### config.mk
export PLATFORM = sky130hd
export DESIGN_NAME = rpe_rotate
export DESIGN_NICKNAME = d
export VERILOG_FILES = /design/src/rtl/core/rpe_pkg.sv /design/src/rtl/core/rpe_rotate.sv
export SDC_FILE = /design/constraint.sdc
export NUM_CORES = 2
export LEC_CHECK = 0
export ABC_CLOCK_PERIOD_IN_PS = 13400
export BUFFER_PORTS_ARGS = -buffer_cell sky130_fd_sc_hd__buf_2
export CAP_MARGIN = 30
export CELL_PAD_IN_SITES_DETAIL_PLACEMENT = 0
export CELL_PAD_IN_SITES_GLOBAL_PLACEMENT = 2
export CORE_MARGIN = 2
export CORE_UTILIZATION = 47
export DETAILED_ROUTE_END_ITERATION = 6
export PLACE_DENSITY_LB_ADDON = 0.1
export SLEW_MARGIN = 10
export SYNTH_ARGS = -nofsm -noshare
export SYNTH_HDL_FRONTEND = slang
export SYNTH_SLANG_ARGS = --single-unit
### constraint.sdc
create_clock -name clk -period 13.4 [get_ports clk]
set_input_delay 2.68 -clock clk [delete_from_list [all_inputs] [get_ports clk]]
set_output_delay 2.68 -clock clk [all_outputs]
set_load 0.05 [all_outputs]
### src/rtl/core/rpe_pkg.sv
// shared types and constants for the rotary position embedding block
// no dependencies; imported by every module under rtl/core
package rpe_pkg;

  // request codes on in_req_type
  localparam logic REQ_TABLE = 1'b0;
  localparam logic REQ_DATA  = 1'b1;

  // configuration register indexes
  localparam logic REG_HEAD_DIM    = 1'b0;
  localparam logic REG_INTERLEAVED = 1'b1;

  // first-half buffer: fixed depth, also the upper limit on half a head
  localparam int BUF_DEPTH  = 64;
  localparam int BUF_AW     = 6;
  localparam int HALF_LIMIT = 64;

  typedef logic [BUF_AW-1:0] buf_addr_t;
  typedef logic [6:0]        elem_idx_t;

  // one angle table entry, cos in the low half and sin in the high half
  typedef struct packed {
    logic signed [15:0] sin_v;
    logic signed [15:0] cos_v;
  } angle_t;

  // per-pair information that travels alongside the operands
  typedef struct packed {
    elem_idx_t idx0;
    elem_idx_t idx1;
    logic      err;
    logic      last;
  } meta_t;

endpackage

### src/rtl/core/rpe_rotate.sv
// rotation datapath: product stage, combinational round/saturate, and the output
// register that hands out the two words of a pair; depends on rpe_pkg
module rpe_rotate (
  input  logic               clk,
  input  logic               rst_n,
  input  logic               s1_vld,
  output logic               s1_ready,
  input  logic signed [15:0] a0,
  input  logic signed [15:0] a1,
  input  rpe_pkg::angle_t    ent,
  input  rpe_pkg::meta_t     meta,
  output logic               out_valid,
  input  logic               out_ready,
  output rpe_pkg::elem_idx_t out_index,
  output logic signed [15:0] out_value,
  output logic               out_head_end,
  output logic               out_position_error,
  output logic               out_second
);
  import rpe_pkg::*;

  function automatic logic signed [15:0] round_sat(input logic signed [33:0] x);
    logic signed [33:0] t;
    logic signed [19:0] q;
    t = x + 34'sd8192;
    q = 20'(t >>> 14);
    if (q > 20'sd32767) begin
      round_sat = 16'sh7fff;
    end else if (q < -20'sd32768) begin
      round_sat = 16'sh8000;
    end else begin
      round_sat = 16'(q);
    end
  endfunction

  // product stage
  logic               s2_vld_r;
  meta_t              s2_meta_r;
  logic signed [15:0] s2_a0_r, s2_a1_r;
  logic signed [31:0] p_a0c_r, p_a1s_r, p_a1c_r, p_a0s_r;
  logic               s2_ready;

  // output stage
  logic               s3_vld_r;
  logic               s3_phase_r;
  meta_t              s3_meta_r;
  logic signed [15:0] s3_r0_r, s3_r1_r;
  logic               s3_free;

  logic signed [33:0] sum0, sum1;
  logic signed [15:0] r0_nxt, r1_nxt;

  assign s3_free  = !s3_vld_r || (out_ready && s3_phase_r);
  assign s2_ready = !s2_vld_r || s3_free;
  assign s1_ready = s2_ready;

  always_ff @(posedge clk) begin
    if (!rst_n) begin
      s2_vld_r <= 1'b0;
    end else if (s2_ready) begin
      s2_vld_r <= s1_vld;
    end
    if (s2_ready) begin
      s2_meta_r <= meta;
      s2_a0_r   <= a0;
      s2_a1_r   <= a1;
      p_a0c_r   <= a0 * ent.cos_v;
      p_a1s_r   <= a1 * ent.sin_v;
      p_a1c_r   <= a1 * ent.cos_v;
      p_a0s_r   <= a0 * ent.sin_v;
    end
  end

  always_comb begin
    sum0 = 34'(p_a0c_r) - 34'(p_a1s_r);
    sum1 = 34'(p_a1c_r) + 34'(p_a0s_r);
    if (s2_meta_r.err) begin
      // position beyond the table: pass the pair through unrotated
      r0_nxt = s2_a0_r;
      r1_nxt = s2_a1_r;
    end else begin
      r0_nxt = round_sat(sum0);
      r1_nxt = round_sat(sum1);
    end
  end

  always_ff @(posedge clk) begin
    if (!rst_n) begin
      s3_vld_r   <= 1'b0;
      s3_phase_r <= 1'b0;
    end else if (s3_free) begin
      s3_vld_r   <= s2_vld_r;
      s3_phase_r <= 1'b0;
    end else if (out_ready) begin
      s3_phase_r <= 1'b1;
    end
    if (s3_free) begin
      s3_meta_r <= s2_meta_r;
      s3_r0_r   <= r0_nxt;
      s3_r1_r   <= r1_nxt;
    end
  end

  assign out_valid          = s3_vld_r;
  assign out_index          = s3_phase_r ? s3_meta_r.idx1 : s3_meta_r.idx0;
  assign out_value          = s3_phase_r ? s3_r1_r : s3_r0_r;
  assign out_head_end       = s3_phase_r && s3_meta_r.last;
  assign out_position_error = s3_meta_r.err;
  assign out_second         = s3_phase_r;

endmodule

==> run metrics <==
syn_area_per_cell=9.93 sq um; Worst slew margin=about 31%; unrepaired setup endpoints after global routing=no; Routed WL per cell=20.2 microns; setup TNS=0 ps; EDFF count, synth=224; synth cell count leaders=inv_1 (1183), fa_1 (1048), nand2_1 (520), and2_1 (499), ha_1 (452); die area=109000 sq um; Final Hold Fails=0; Final period util=69.9%; clk_lat worst skew=roughly 620 ps; final non-filler cell total=~6400; starting density of the core=a little under half; Seq/Total Area, Yosys=13.6%; DRC violations left=0; initial antenna violation count=5; FMAX=approximately 0.11 GHz; Die Ht=around 330 microns; Antenna Nets Post-Route=0; number of diodes=0; Nets=6578; Post-Place Cells=6354; CTS resizes=0; GP Congestion=approximately 0.84; Longest Clk Path Bufs=3; Ys Warns=0; worst hold margin=between 400 and 500 ps; DR vias/cell=5.17; distinct cell type count after synthesis=84; core area=roughly 110000 sq um; most numerous cell in the Yosys netlist=inv_1; ranking of synthesized cells by area=fa_1 (42%), edfxtp_1 (14%), ha_1 (11%), inv_1 (8.9%), and2_1 (6.3%); Die Width=329 microns; Hold Buf Count CTS=0; Clock Skews=36.2 ps; status=complete, no violations; min cycle time layout=9360 ps; post-synthesis register bit count=around 230; first-pass iteration count of the detailed router=5; I/O pin cnt=112; Final setup viols=0; Cell Area, Synth=49800 sq um; max-cap violation count=0; row cnt=119; grt ovf=0; crit path kind=input port to register; Root Buffer=clkbuf_16; CTS tree=yes; Synth top area share=42.1%; Slew Viols, Final=0; Mapped Cells=5012; Mapped Nets=about 6600; CP Capture Type=register; global-route wire length before repair=207000 microns; pin count of the biggest net entering global routing=49; Async SR Flop Fraction=0%; I/O Buffers=about 110; slew at the pin with the worst max-slew slack=1030 ps; CTS Sinks=227; Data arrival, critical path=between 9000 and 10000 ps; Post-Route WL=129000 microns; HP Class=register to register; Worst Path Required=13740 ps; startpoint type of the worst setup path=input port; initial drt markers=1898; Filler Cell Count=10100; dpl hpwl=98400 microns; Clk pin slew, worst setup/hold paths=approximately 60 ps; crit-path max FO=14; CTS Buf Count=28; vias in the first global route=35100; cell taking the most area after synthesis=fa_1; DR vias=33100; Area Growth Syn to Fin=5.74%; gr usage total=25.2%; H-Tree Depth=1; ys flop type=edfxtp_1; post-CTS setup repair buffer count=0; layout cells sized above 1=5.50%
[final cells by class]
cell class | instances | area (sq um) | share of cell area, %
multi-input combinational | 3396 | 37800 | 71.7
timing repair buffer | 156 | 891 | 1.69
clock inverter | 21 | 299 | 0.568
sequential | 227 | 6790 | 12.9
inverter | 1185 | 4450 | 8.45
tap | 1391 | 1740 | 3.31
clock buffer | 31 | 712 | 1.35
[critical path, cell delays in order]
cell and delay, ps:
buf_2 390, clkinv_1 630, buf_4 440, nor2_1 150, fa_1 450, fa_1 520, fa_1 430, fa_1 470
fa_1 490, inv_1 50, fa_1 480, inv_1 40, ha_1 340, a21o_1 190, a21o_1 180, a21o_1 190
a21oi_1 190, o21ai_0 170, or3_1 340, o211a_1 230, o21a_1 190, o21ai_1 200, a21oi_1 120, xnor2_1 130
[logic make-up after synthesis]
kind of cell | Yosys count | synth area share (%)
simple gates | 1308 | 13.1
fa+ha+maj | 1500 | 53.5
compound gates | 386 | 5.58
buf+inv | 1389 | 10.5
xor+xnor | 176 | 3.10
mux | 26 | 0.583
flops | 227 | 13.6
[flip-flops by register name, indices dropped and copies added (netlist names)]
| signal | flops |
|---|---|
| s2_a1_r | 16 |
| p_a0s_r | 32 |
| out_position_error | 1 |
| s2_a0_r | 16 |
| p_a1c_r | 32 |
| out_valid | 1 |
| s3_meta_r | 15 |
| s3_r1_r | 16 |
| s2_meta_r | 16 |
| s3_r0_r | 16 |
| p_a1s_r | 32 |
| p_a0c_r | 32 |
| s2_vld_r | 1 |
| out_second | 1 |
[per-layer routing]
layer | share of wire (%) | global-route usage, %
met5 | 0 | 0
met4 | 3.3 | 6.98
met3 | 4.4 | 2.12
met2 | 48 | 41.5
met1 | 45 | 35.9
[metrics by stage]
stage	util, %	area (sq um)	setup WS (ps)
after floorplan	-	49800	3880
after global placement	49.1	51600	3540
after detailed placement	49.1	51600	3520
after CTS	50.1	52600	4150
after global routing	50.1	52600	3660
final	50.1	52600	4040
[cells in the final DEF, fill, tap and decap left out, drive strengths merged, types with 6 or more instances in the layout]
cell	count
ha	452
a21oi	112
o21bai	26
or3	11
o21a	18
nor2b	17
and3	8
a31oi	10
xor2	43
nor3	31
nor2	135
o31ai	6
mux2	24
fa	1048
nand4	9
a21o	60
or2	6
nand2b	22
inv	1187
buf	156
bufinv	6
xnor2	133
clkbuf	31
o211ai	6
edfxtp	224
nand2	521
a221o	30
o21ai	58
clkinv	10
a211oi	17
nand3	34
and2	499
[worst paths after layout]
check / start / end / slack, ps / depth (start not counted)
hold reg to reg: s2_meta_r[0]$_DFFE_PP_ / s3_meta_r[0]$_DFFE_PP_ / 420 / 0
setup / recovery: ent[15] / p_a0c_r[31]$_DFFE_PP_ / 4040 / 24
setup reg to reg: p_a0c_r[10]$_DFFE_PP_ / s3_r0_r[12]$_DFFE_PP_ / 8870 / 13
hold / removal: s2_meta_r[0]$_DFFE_PP_ / s3_meta_r[0]$_DFFE_PP_ / 420 / 0
Power is left out: the tool's default activity adds up to more than one toggle a clock period on the data nets, which glitch-free logic cannot reach.
