### config.mk
export PLATFORM = sky130hd
export DESIGN_NAME = rpe_half_buf
export DESIGN_NICKNAME = d
export VERILOG_FILES = /design/src/rtl/core/rpe_pkg.sv /design/src/rtl/core/rpe_half_buf.sv
export SDC_FILE = /design/constraint.sdc
export NUM_CORES = 1
export LEC_CHECK = 0
export ABC_AREA = 1
export BUFFER_PORTS_ARGS = -buffer_cell sky130_fd_sc_hd__buf_2
export CAP_MARGIN = 20
export CORE_ASPECT_RATIO = 0.8
export CORE_MARGIN = 2
export CORE_UTILIZATION = 34
export DETAILED_ROUTE_END_ITERATION = 16
export GPL_TIMING_DRIVEN = 0
export PLACE_DENSITY_LB_ADDON = 0.12
export SLEW_MARGIN = 40
export SYNTH_ARGS = -nofsm -noshare
export SYNTH_HDL_FRONTEND = slang
export SYNTH_SLANG_ARGS = --single-unit
### constraint.sdc
create_clock -name clk -period 6.8 [get_ports clk]
set_clock_uncertainty 0.05 [all_clocks]
set_input_delay 1.36 -clock clk [delete_from_list [all_inputs] [get_ports clk]]
set_output_delay 1.36 -clock clk [all_outputs]
set_load 0.02 [all_outputs]
### src/rtl/core/rpe_pkg.sv
// shared types and constants for the rotary position embedding block
// no dependencies; imported by every module under rtl/core
package rpe_pkg;

  // request codes on in_req_type
  localparam logic REQ_TABLE = 1'b0;
  localparam logic REQ_DATA  = 1'b1;

  // configuration register indexes
  localparam logic REG_HEAD_DIM    = 1'b0;
  localparam logic REG_INTERLEAVED = 1'b1;

  // first-half buffer: fixed depth, also the upper limit on half a head
  localparam int BUF_DEPTH  = 64;
  localparam int BUF_AW     = 6;
  localparam int HALF_LIMIT = 64;

  typedef logic [BUF_AW-1:0] buf_addr_t;
  typedef logic [6:0]        elem_idx_t;

  // one angle table entry, cos in the low half and sin in the high half
  typedef struct packed {
    logic signed [15:0] sin_v;
    logic signed [15:0] cos_v;
  } angle_t;

  // per-pair information that travels alongside the operands
  typedef struct packed {
    elem_idx_t idx0;
    elem_idx_t idx1;
    logic      err;
    logic      last;
  } meta_t;

endpackage

### src/rtl/core/rpe_half_buf.sv
// buffer for the first element of each pair, registered read data
// depends on rpe_pkg
module rpe_half_buf (
  input  logic               clk,
  input  logic               we,
  input  rpe_pkg::buf_addr_t waddr,
  input  logic signed [15:0] wdata,
  input  logic               re,
  input  rpe_pkg::buf_addr_t raddr,
  output logic signed [15:0] rdata
);
  import rpe_pkg::*;

  logic signed [15:0] mem [BUF_DEPTH];
  logic signed [15:0] rdata_r;

  always_ff @(posedge clk) begin
    if (we) begin
      mem[waddr] <= wdata;
    end
    if (re) begin
      rdata_r <= mem[raddr];
    end
  end

  assign rdata = rdata_r;

endmodule

==> Flow_metrics.wiki, run 1 <==
{| class="wikitable"
! Metric !! Value
|-
| Biggest fanout along the worst timing path || 10
|-
| Start point of the worst hold path || mem[24][0]
|-
| Number of register bits inferred by synthesis || 1040
|-
| Startpoint class of the critical path || input port
|-
| Global-route wire length before repair || 212100 µm
|-
| Final wirelength || 154600 µm
|-
| VDD IR max || 0.0002018 V
|-
| Most Frequent Cell on Critical Path || sky130_fd_sc_hd__nand3_1
|-
| Minimum clock period || around 3.5 ns
|-
| Count of buffer and inverter cells on the critical path || 4
|-
| DP HPWL || roughly 110000 µm
|-
| Average instance area after synthesis || 12.02 µm²
|-
| Clk buf depth || 3
|-
| Total number of placement rows || 115
|-
| Drt wl/cell || approximately 28 µm
|-
| Number of hold buffers added after cts || 0
|-
| Filler-free cell count of the finished design || 5517
|-
| Syn Nets || approximately 3500
|-
| R2r worst-path depth || 8
|-
| Clock sinks || 1040
|-
| Most numerous cell types in the synthesized netlist || sky130_fd_sc_hd__nand2_1 (1296), sky130_fd_sc_hd__edfxtp_1 (1040), sky130_fd_sc_hd__nand3_1 (871)
|-
| Endpoints failing hold || 0
|-
| End of the worst register-to-register path || rdata[10]
|-
| Placement-stage cell area || 46920 µm²
|-
| Number of levels the H-tree was split into || 3
|-
| # placed instances || 5313
|-
| Maximum clock frequency || 288.1 MHz
|-
| Area share of xor/xnor cells in the synthesized design || 0
|-
| Fill count || 11760
|-
| Insertion delay of the later-clocked pin in the worst-skew pair || 0.75 ns
|-
| Mux contribution to synthesized area || 0
|-
| Number of antenna violations at the first check in global routing || 14
|-
| Number of port buffers || 38
|-
| Leakage power figure || 18.14 nW
|-
| Clock slew seen by the registers of the worst setup and hold paths || 0.06 ns
|-
| Boundary Pins || 47
|-
| TritonCTS clock tree || yes
|-
| Fraction of final layout cells sized beyond drive strength 1 || 0.1470
|-
| Area share of the largest cell type after synthesis || 0.7390
|-
| DIE WIDTH || ~400 µm
|-
| Combinational family with the most area after synthesis || simple AND/OR/NAND/NOR gates
|-
| Actual slew at the worst max-slew pin || between 0.8 and 0.9 ns
|-
| Vias || ~29000
|-
| Number of nets at the end of the flow || between 3000 and 4000
|-
| Number of distinct library cell variants in the gate-level netlist after synthesis || 15
|-
| Number of max-capacitance violations reported || 0
|-
| Compound-Gate Fraction of Synth Area || 0
|-
| Remaining routing DRC violations || 0
|-
| Starting density of the core || 0.3431
|-
| Cell type with the highest aggregate area in the netlist || sky130_fd_sc_hd__edfxtp_1
|-
| Cell-by-cell listing of the critical path || buf_2, inv_2, buf_2, buf_2, nand3_1, nand3_1, nand2_1, nand2_1, nand3_1, nand3_1, nand2_1
|-
| Req. time, crit path || 7.14 ns
|-
| Synth Area in Adders || 0
|-
| CTS root buffer || sky130_fd_sc_hd__clkbuf_16
|-
| Share of the yosys chip area belonging to registers || 0.7390
|-
| Synth async-reset ratio || 0
|-
| Final Slew Violations || 0
|-
| Number of setup buffers added after CTS || 0
|-
| Crit-path max cell delay || between 0.5 and 0.6 ns
|-
| Number of cells traversed by the worst hold path || 8
|-
| Largest delay contributor family on the critical path || buffers and inverters
|-
| Register cell area after layout || 31230 µm²
|-
| Overall track demand over capacity in global routing || 0.2411
|-
| Power after layout || 14.14 mW
|-
| Leading register cell type out of synthesis || sky130_fd_sc_hd__edfxtp_1
|-
| Simple-Gate Fraction of Synth Area || 0.2258
|-
| Total global routing overflow || 0
|-
| Chip height || ~320 µm
|-
| Status || complete, no violations
|-
| Overall die area || 127100 µm²
|-
| Slowest cell on crit path || sky130_fd_sc_hd__buf_2
|-
| Hold crit path type || reg -> reg
|-
| Headroom to the max-slew limit || 0.4535
|-
| Setup slack of the worst register-to-register path || about 4.9 ns
|-
| Worst Setup Path Type || in -> reg
|-
| Hold Path End || rdata[0]
|-
| Area used by multi-input combinational logic || between 10000 and 15000 µm²
|-
| Vias per inst || 5.218
|-
| Count of mapped cells out of synthesis || 3517
|-
| Finished layout cell area || 50410 µm²
|-
| RR Startpoint || mem[43][10]
|-
| Area added between synthesis and finish || 19.28%
|-
| Area contributors post-synth || sky130_fd_sc_hd__edfxtp_1 (74%), sky130_fd_sc_hd__nand2_1 (12%), sky130_fd_sc_hd__nand3_1 (10%), sky130_fd_sc_hd__buf_2 (1.3%), sky130_fd_sc_hd__buf_6 (1.3%)
|-
| Post-cts resize count || 0
|-
| Maximum number of pins on one net before global-route repair || 53
|-
| Setup violation total in the final timing report || 0
|-
| Final worst-path cycle share || 0.5105
|-
| Area of the placeable core || 123200 µm²
|-
| Total negative slack || 0 ns
|-
| Signal arrival time at the worst endpoint || 3.81 ns
|-
| Number of search-and-repair iterations in the first detailed-routing pass || 5
|-
| Iteration-0 DRC count of the detailed router || approximately 3700
|-
| Power density over the cells || 280.5 nW/µm²
|-
| Global placement routability congestion || between 0.9 and 1
|-
| Setup repair after global routing missed its margin || no
|-
| Most numerous cell in the Yosys netlist || sky130_fd_sc_hd__nand2_1
|-
| Vias in the first global route || 26420
|-
| Post-route ant nets || 0
|-
| Number of enable-type register cells in the synthesized netlist || 1040
|-
| Synthesis Warnings || 0
|-
| Crit path capture type || flip-flop
|-
| Cts bufs inserted || 109
|-
| Cell Area, Synth || between 40000 and 50000 µm²
|}
## per-stage QoR
step | hold WS, ns | utilization | worst slack (ns)
after floorplan | 0.7472 | - | 2.836
after global placement | 0.8626 | 0.3613 | 0.1937
after CTS | 0.8527 | 0.4090 | 3.536
final | 0.8673 | 0.4092 | 3.329
after detailed placement | 0.8485 | 0.3810 | 2.774
after global routing | 0.8662 | 0.4092 | 3.419
## where the power goes
group / switching [mW] / internal [mW] / total (mW)
Sequential: 0.0178 / 7.11 / 7.13
Clock: 2.61 / 3.30 / 5.92
Combinational: 0.830 / 0.265 / 1.10
## cell usage in the layout (no fill, tap or decap), drive strengths merged
master and n:
buf 357, bufinv 9, clkbuf 155, clkinv 59
clkinvlp 4, diode 2, edfxtp 1040, inv 13
nand2 1296, nand3 871, nand4 9, nor2 56
nor4 8
## worst max-delay path by stage
stage / slack, ns / cells past startpoint / end / from
finish: 3.33 / 11 / rdata[4] / raddr[1]
global route: 3.42 / 10 / rdata[14] / raddr[2]
CTS: 3.54 / 10 / rdata[7] / raddr[2]
detailed placement: 2.77 / 10 / rdata[7] / raddr[2]
global placement: 0.19 / 3 / mem[48][6] / we
floorplan: 2.84 / 3 / mem[48][0] / we
## routing by layer
layer / global-route usage / vias up / routed length [µm]
met2: 0.3329 / 1249 / 63490
met5: 0 / - / 94
li1: - / 12990 / -
met3: 0.05906 / 202 / 14360
met4: 0.05283 / 14 / 3438
met1: 0.3772 / 14340 / 73260
## worst register-to-register path: cells and delay by family (launching register included)
family        cells  cell delay (ns)
flops             1             0.35
simple gates      8             1.20
## registers in the layout, indices dropped and copies added (netlist names)
signal	cells
rdata	16
mem	1024
## cells by family after synthesis
kind of cell,Yosys count
AND/OR/NAND/NOR,2240
buffers and inverters,237
flip-flops,1040
## area by class of cell
type	count	share of cell area
diodes	2	0.00009929
plain buffers	225	0.02857
clock buffers	129	0.05602
clock inverters	73	0.01259
inverters	12	0.001043
multi-input cells	2240	0.1993
flip-flops and latches	1040	0.6196
well taps	1638	0.04066
repair buffers	158	0.04215
Power figures use the tool's default switching activity.
==> run 2: changes to the inputs <==
- ABC_AREA: 1 -> 0
- clock period: 6.8 -> 3.2 ns (I/O delays scaled with it)
==> run 2 against run 1 <==
Net effect:
- the run now ends with negative setup slack left
- routed wire length decreased by 27%
- clock power increased by 100%
- critical endpoint is now rdata[8]
- global-route usage decreased by 5.3 points
- largest cell class unchanged
- combinational power increased by 50%
- register-to-register slack got worse by 4.2 ns
==> Flow_metrics.wiki, run 2 <==
{| class="wikitable"
! Metric !! Value
|-
| Final worst-path cycle share || 1.003
|-
| Worst Setup Path Type || in -> reg
|-
| Vias || 19520 (-32%)
|-
| Actual slew at the worst max-slew pin || 0.8820 ns (+0.06231 ns)
|-
| Register share of total power || 0.527 (+0.023)
|-
| Cell type with the highest aggregate area in the netlist || sky130_fd_sc_hd__edfxtp_1
|-
| Count of mapped cells out of synthesis || 1829 (-48%)
|-
| Number of search-and-repair iterations in the first detailed-routing pass || 7 (+2)
|-
| Number of port buffers || 39 (+2.6%)
|-
| Clk buf depth || 3 (unchanged)
|-
| DIE WIDTH || 388.5 µm (-2.4%)
|-
| Area added between synthesis and finish || 17.90%
|-
| Clock sinks || 1040 (unchanged)
|-
| Total negative slack || -0.009067 ns (-0.009067 ns)
|-
| Clock slew seen by the registers of the worst setup and hold paths || 0.06 ns (about the same)
|-
| CTS root buffer || sky130_fd_sc_hd__clkbuf_16
|-
| Cell Area, Synth || 40200 µm² (-4.9%)
|-
| Number of register bits inferred by synthesis || 1040 (unchanged)
|-
| Leading register cell type out of synthesis || sky130_fd_sc_hd__edfxtp_1
|-
| Net load switching power || 6.241 mW (+80%)
|-
| Combinational power share || 0.058 (-0.019)
|-
| Global placement routability congestion || 0.8259 (-13%)
|-
| Remaining routing DRC violations || 0 (unchanged)
|-
| Overall track demand over capacity in global routing || 0.1879 (-0.05315)
|-
| Number of enable-type register cells in the synthesized netlist || 1040 (unchanged)
|-
| Endpoints failing hold || 0 (unchanged)
|-
| # placed instances || 3475 (-35%)
|-
| Crit path capture type || flip-flop
|-
| Synth async-reset ratio || 0 (unchanged)
|-
| Maximum number of pins on one net before global-route repair || 65 (+23%)
|-
| Startpoint class of the critical path || input port
|-
| Status || finished, violations left
|-
| Maximum clock frequency || between 300 and 400 MHz
|-
| P_int || 22.48 mW (+110%)
|-
| Boundary Pins || 47 (unchanged)
|-
| Number of distinct library cell variants in the gate-level netlist after synthesis || 42 (+27)
|-
| Leakage power figure || 14.72 nW (-19%)
|-
| Req. time, crit path || 3.54 ns (-3.60 ns)
|-
| Violated checks || negative setup slack
|-
| Setup violation total in the final timing report || 1 (+1)
|-
| Vias in the first global route || 19950 (-24%)
|-
| Overall die area || 121000 µm² (-4.8%)
|-
| VDD IR max || 0.0003700 V (+83%)
|-
| Power after layout || 28.72 mW (+100%)
|-
| Number of max-capacitance violations reported || 0 (unchanged)
|-
| Chip height || 311.6 µm (-2.4%)
|-
| Minimum clock period || between 3 and 4 ns
|-
| Setup repair after global routing missed its margin || no
|-
| Drt wl/cell || 30.99 µm (+11%)
|-
| TritonCTS clock tree || yes
|-
| Average instance area after synthesis || 21.98 µm² (+83%)
|-
| Starting density of the core || 0.3436 (+0.0004712)
|-
| DP HPWL || 75830 µm (-30%)
|-
| Worst Setup Slack, final || -0.009067 ns (-3.338 ns)
|-
| Final wirelength || 113700 µm (-27%)
|-
| Synthesis Warnings || 0 (unchanged)
|-
| Number of antenna violations at the first check in global routing || 13 (-1)
|-
| Cts bufs inserted || 104 (-4.6%)
|-
| Most numerous cell in the Yosys netlist || sky130_fd_sc_hd__edfxtp_1
|-
| Total number of placement rows || 112 (-2.6%)
|-
| Number of setup buffers added after CTS || 0 (unchanged)
|-
| Biggest fanout along the worst timing path || 10 (unchanged)
|-
| Global-route wire length before repair || 158400 µm (-25%)
|-
| Number of levels the H-tree was split into || 3 (unchanged)
|-
| Leading cell type in the layout, fill and taps excluded || sky130_fd_sc_hd__edfxtp_1
|-
| Switch share || 0.2173 (-0.02753)
|-
| Fraction of final layout cells sized beyond drive strength 1 || 0.3104 (+0.1634)
|-
| Syn Nets || 1860 (-48%)
|-
| Total global routing overflow || 0 (unchanged)
|-
| Area share of the largest cell type after synthesis || 0.7768 (+0.03781)
|-
| Proportion of power drawn by the clock network || 0.415 (-0.004)
|-
| Headroom to the max-slew limit || 0.4106 (-0.04296)
|-
| Filler-free cell count of the finished design || 3667 (-34%)
|-
| Power density over the cells || 605.9 nW/µm² (+120%)
|-
| Vias per inst || 5.323 (+2.0%)
|-
| Iteration-0 DRC count of the detailed router || 1950 (-47%)
|-
| Hold crit path type || in -> reg
|-
| Final Slew Violations || 0 (unchanged)
|-
| Max reg flops || 1024 (unchanged)
|-
| Area contributors post-synth || sky130_fd_sc_hd__edfxtp_1 (78%), sky130_fd_sc_hd__mux4_2 (12%), sky130_fd_sc_hd__mux2i_1 (2.1%), sky130_fd_sc_hd__mux2_2 (0.76%), sky130_fd_sc_hd__a22oi_1 (0.73%)
|-
| Area of the placeable core || 117000 µm² (-5.0%)
|-
| Insertion delay of the later-clocked pin in the worst-skew pair || 0.70 ns (-0.05 ns)
|-
| Post-route ant nets || 0 (unchanged)
|-
| Top reg by flops || mem
|-
| Number of nets at the end of the flow || 2074 (-46%)
|-
| Share of the yosys chip area belonging to registers || 0.7768 (+0.03781)
|-
| Most numerous cell types in the synthesized netlist || sky130_fd_sc_hd__edfxtp_1 (1040), sky130_fd_sc_hd__mux4_2 (220), sky130_fd_sc_hd__mux2i_1 (85)
|-
| Signal arrival time at the worst endpoint || 3.55 ns (-0.26 ns)
|-
| Worst hold slack after final layout || 0.3351 ns (-0.5322 ns)
|-
| Commonest cells after routing, fill and taps aside || sky130_fd_sc_hd__edfxtp_1 (1040), sky130_fd_sc_hd__mux4_2 (220), sky130_fd_sc_hd__clkbuf_16 (107)
|}
## run 2: cell count changes after synthesis, sizes merged, moves of 12 or more
cell,delta
a21oi,+17
a221oi,+16
a22oi,+39
buf,-122
inv,-12
mux2,+27
mux2i,+85
mux4,+224
nand2,-1236
nand3,-847
nor2,+18
nor2b,+30
## run 2: logic make-up (layout without fill, tap and decap cells)
| kind of cell | after synthesis | count (layout) | synth area share |
|---|---|---|---|
| and+or+nand+nor | 220 | 220 | 0.02636 |
| AOI/OAI and AO/OA | 129 | 129 | 0.02400 |
| muxes | 336 | 336 | 0.1546 |
| other | 0 | 2 | 0 |
| buffers and inverters | 104 | 401 | 0.01824 |
| DFF | 1040 | 1040 | 0.7768 |
## run 2: cell type report
class | count | area (µm²)
antenna | 2 | 5.005
buffer | 104 | 738.2
clock buffer | 135 | 2783
clock inverter | 54 | 483.0
fill | 10300 | 69610
multi-input combinational | 685 | 8812
sequential | 1040 | 31230
tap | 1539 | 1926
timing repair buffer | 108 | 1423
## run 2: what timing repair did
item	in CTS	in global routing
setup endpoints to repair	2	3
resized for setup	2	3
hold buffers	0	0
## run 2: through the flow
step / worst slack (ns) / instance area (µm²) / util
finish: -0.009067 / 47400 / 0.4051
global route: 0.01809 / 47390 / 0.4050
CTS: 0.01812 / 47340 / 0.4045
detailed placement: -0.8703 / 44060 / 0.3766
global placement: -1.306 / 42320 / 0.3617
floorplan: 0.4752 / 40200 / -
## run 2: final timing paths
check               from           to  depth (start not counted)  slack, ns
max             raddr[1]     rdata[8]                          9     -0.009
min            wdata[13]  mem[28][13]                          1       0.34
max reg2reg  mem[22][15]    rdata[15]                          5       0.65
min reg2reg   mem[10][2]     rdata[2]                          4       0.91
## run 2: layer usage
metal  wire, µm  part of all wire  GRT usage
met5         41           0.00036          0
met4       2278             0.020    0.03988
met3       7091             0.062    0.03845
met2      51920              0.46     0.2877
met1      52330              0.46     0.2774
## run 2: worst max-delay path, stage by stage
cell and delay [ns]:
sky130_fd_sc_hd__buf_2 0.23, sky130_fd_sc_hd__buf_2 0.42, sky130_fd_sc_hd__buf_2 0.53, sky130_fd_sc_hd__buf_2 0.45, sky130_fd_sc_hd__mux4_2 0.37, sky130_fd_sc_hd__nand2_1 0.09, sky130_fd_sc_hd__nand3_1 0.08, sky130_fd_sc_hd__a21oi_1 0.57
sky130_fd_sc_hd__nor4_4 0.13
## run 2: power by group through the flow
stage | Sequential (mW) | Combinational, mW | Clock (mW)
final | 15.1 | 1.65 | 11.9
after global routing | 15.1 | 1.74 | 12.7
after CTS | 15.1 | 1.68 | 12.2
after detailed placement | 15.4 | 1.67 | 0
after global placement | 15.4 | 1.58 | 0
after floorplan | 15.4 | 0.781 | 0
==> run 3: changes to the inputs <==
- CORE_MARGIN: 2 -> unset
- CTS_BUF_LIST: unset -> sky130_fd_sc_hd__clkbuf_2 sky130_fd_sc_hd__clkbuf_4 sky130_fd_sc_hd__clkbuf_8
==> run 3 against run 2 <==
Net effect:
- the run now ends clean
- sequential share of layout area up 0.22 points
- register-to-register slack worse by 0.26 ns
- clock power down 9%
- critical path depth down 1
- global-route usage up 0.69 points
- routed wire length up 1.1%
- cell count up 2.7%
==> Flow_metrics.wiki, run 3 (same netlist as run 2, synthesis figures left out) <==
{| class="wikitable"
! Metric !! Value
|-
| Number of levels the H-tree was split into || 4 (+1)
|-
| Req. time, crit path || 3.68 ns (+0.14 ns)
|-
| Overall track demand over capacity in global routing || 0.1948 (+0.006851)
|-
| Iteration-0 DRC count of the detailed router || 1925 (-1.3%)
|-
| Drt wl/cell || 30.51 µm (-1.6%)
|-
| Minimum clock period || 3.102 ns (-0.1071 ns)
|-
| Power density over the cells || 584.1 nW/µm² (-3.6%)
|-
| Cell-by-cell listing of the critical path || buf_2, buf_2, buf_2, buf_2, mux2i_1, nand3_1, a31oi_1, a311oi_1
|-
| Clock slew seen by the registers of the worst setup and hold paths || 0.06 ns (about the same)
|-
| Fill count || 10360 (+0.60%)
|-
| Most Frequent Cell on Critical Path || sky130_fd_sc_hd__buf_2
|-
| Commonest cells after routing, fill and taps aside || sky130_fd_sc_hd__edfxtp_1 (1040), sky130_fd_sc_hd__mux4_2 (220), sky130_fd_sc_hd__clkbuf_8 (172)
|-
| Number of hold buffers added after cts || 0 (unchanged)
|-
| Headroom to the max-slew limit || 0.3804 (-0.03016)
|-
| Total global routing overflow || 0 (unchanged)
|-
| Worst setup slack before clock tree synthesis || -0.8211 ns (+0.04924 ns)
|-
| Worst Setup Path Type || in -> reg
|-
| Top reg by flops || mem
|-
| Finished layout cell area || 47240 µm² (-0.33%)
|-
| Total number of placement rows || 112 (unchanged)
|-
| Number of setup buffers added after CTS || 0 (unchanged)
|-
| Vias in the first global route || 20720 (+3.8%)
|-
| Cts bufs inserted || 165 (+59%)
|-
| Hold crit path type || in -> reg
|-
| Area added between synthesis and finish || 17.51%
|-
| Placement-stage cell area || 44140 µm² (+0.17%)
|-
| Vias || 19810 (+1.5%)
|-
| Maximum number of pins on one net before global-route repair || 65 (unchanged)
|-
| Worst Setup Slack, final || 0.09803 ns (+0.1071 ns)
|-
| Status || complete, no violations
|-
| Area of the placeable core || 116900 µm² (-0.12%)
|-
| Number of nets at the end of the flow || 2131 (+2.7%)
|-
| Post-route ant nets || 0 (unchanged)
|-
| Final Slew Violations || 0 (unchanged)
|-
| Setup repair after global routing missed its margin || no
|-
| Final wirelength || 114900 µm (+1.1%)
|-
| Chip height || 309.6 µm (-0.64%)
|-
| Clk buf depth || 3 (unchanged)
|-
| Biggest fanout along the worst timing path || 10 (unchanged)
|-
| Clock sinks || 1040 (unchanged)
|-
| Global placement routability congestion || 0.8432 (+2.1%)
|-
| Crit-path max cell delay || 0.71 ns (+0.14 ns)
|-
| Final worst-path cycle share || 0.9694 (-0.03347)
|-
| Setup violation total in the final timing report || 0 (-1)
|-
| Number of antenna violations at the first check in global routing || 8 (-5)
|-
| Number of port buffers || 39 (unchanged)
|-
| DIE WIDTH || 386.5 µm (-0.51%)
|-
| Slowest cell on crit path || sky130_fd_sc_hd__a31oi_1
|-
| Final core occ || 0.4042 (-0.0008630)
|-
| Number of search-and-repair iterations in the first detailed-routing pass || 5 (-2)
|-
| Leading cell type in the layout, fill and taps excluded || sky130_fd_sc_hd__edfxtp_1
|-
| Endpoints failing hold || 0 (unchanged)
|-
| Max reg flops || 1024 (unchanged)
|-
| Fraction of final layout cells sized beyond drive strength 1 || 0.3433 (+0.03281)
|-
| CTS root buffer || sky130_fd_sc_hd__clkbuf_8
|-
| Remaining routing DRC violations || 0 (unchanged)
|-
| Number of max-capacitance violations reported || 0 (unchanged)
|-
| Signal arrival time at the worst endpoint || 3.58 ns (+0.03 ns)
|-
| Overall die area || 119600 µm² (-1.2%)
|-
| Startpoint class of the critical path || input port
|-
| Vias per inst || 5.260 (-1.2%)
|-
| Maximum clock frequency || 322.4 MHz (+3.5%)
|-
| TritonCTS clock tree || yes
|-
| Crit path capture type || flip-flop
|-
| Insertion delay of the later-clocked pin in the worst-skew pair || 0.86 ns (+0.16 ns)
|-
| DP HPWL || 75620 µm (-0.27%)
|-
| Starting density of the core || 0.3440 (+0.0004120)
|-
| Leakage power figure || 14.75 nW (+0.14%)
|-
| Post-cts resize count || 0 (-2)
|-
| Global-route wire length before repair || 160500 µm (+1.3%)
|-
| Boundary Pins || 47 (unchanged)
|-
| Actual slew at the worst max-slew pin || 0.9251 ns (+0.04306 ns)
|-
| VDD IR max || 0.0002966 V (-20%)
|-
| Total negative slack || 0 ns (+0.009067 ns)
|}
-- run 3: changes by cell type in the layout (fill, tap and decap cells not counted), moves of 4 or more --
cell                         change
sky130_fd_sc_hd__clkbuf_8      +172
sky130_fd_sc_hd__clkbuf_16     -107
sky130_fd_sc_hd__clkbuf_4       +45
sky130_fd_sc_hd__clkbuf_1       -28
sky130_fd_sc_hd__clkinv_1       +17
sky130_fd_sc_hd__buf_8          -12
sky130_fd_sc_hd__buf_16         +10
sky130_fd_sc_hd__bufinv_16       -8
sky130_fd_sc_hd__diode_2         +8
sky130_fd_sc_hd__clkinvlp_4      +4
-- run 3: routing by layer --
metal,vias to the layer above,share of wire,wire [µm],global-route usage
met1,10740,0.45,51870,0.2776
met5,-,0,0,0
met2,630,0.46,52790,0.2978
met4,0,0.022,2475,0.06606
li1,8282,-,-,-
met3,163,0.068,7760,0.04033
-- run 3: worst paths after layout --
check | from | to | slack, ns | cells past startpoint
worst min-delay path | wdata[11] | mem[30][11] | 0.18 | 1
worst min register to register | mem[10][2] | rdata[2] | 0.91 | 4
worst max register to register | mem[23][15] | rdata[15] | 0.39 | 5
worst max-delay path | raddr[2] | rdata[15] | 0.1 | 8
-- run 3: stage by stage --
stage	total power [mW]	cells	hold WS, ns
floorplan	16.23	1829	0.6889
global placement	17.01	3407	0.8753
detailed placement	17.11	3471	0.8845
CTS	27.89	3755	0.09361
global route	28.48	3758	0.1492
finish	27.59	3766	0.1766
-- run 3: area by class of cell --
class	count	area [µm²]	area share
timing repair buffer	104	1495	0.03165
sequential	1040	31230	0.6611
antenna	10	25.02	0.0005297
clock buffer	217	2705	0.05726
tap	1539	1926	0.04076
buffer	104	738.2	0.01563
multi-input combinational	685	8785	0.1860
clock inverter	67	337.8	0.007151
-- run 3: critical path: cells and delay by family --
kind,cells,cell delay (ns)
compound gates,2,0.94
buf+inv,4,1.54
mux,1,0.29
simple gates,1,0.13
-- run 3: power by group --
| part | internal [mW] | switching, mW |
|---|---|---|
| registers | 15.1 | 0.0344 |
| logic | 0.548 | 1.10 |
| clock network | 5.55 | 5.24 |
| total | 21.2 | 6.38 |
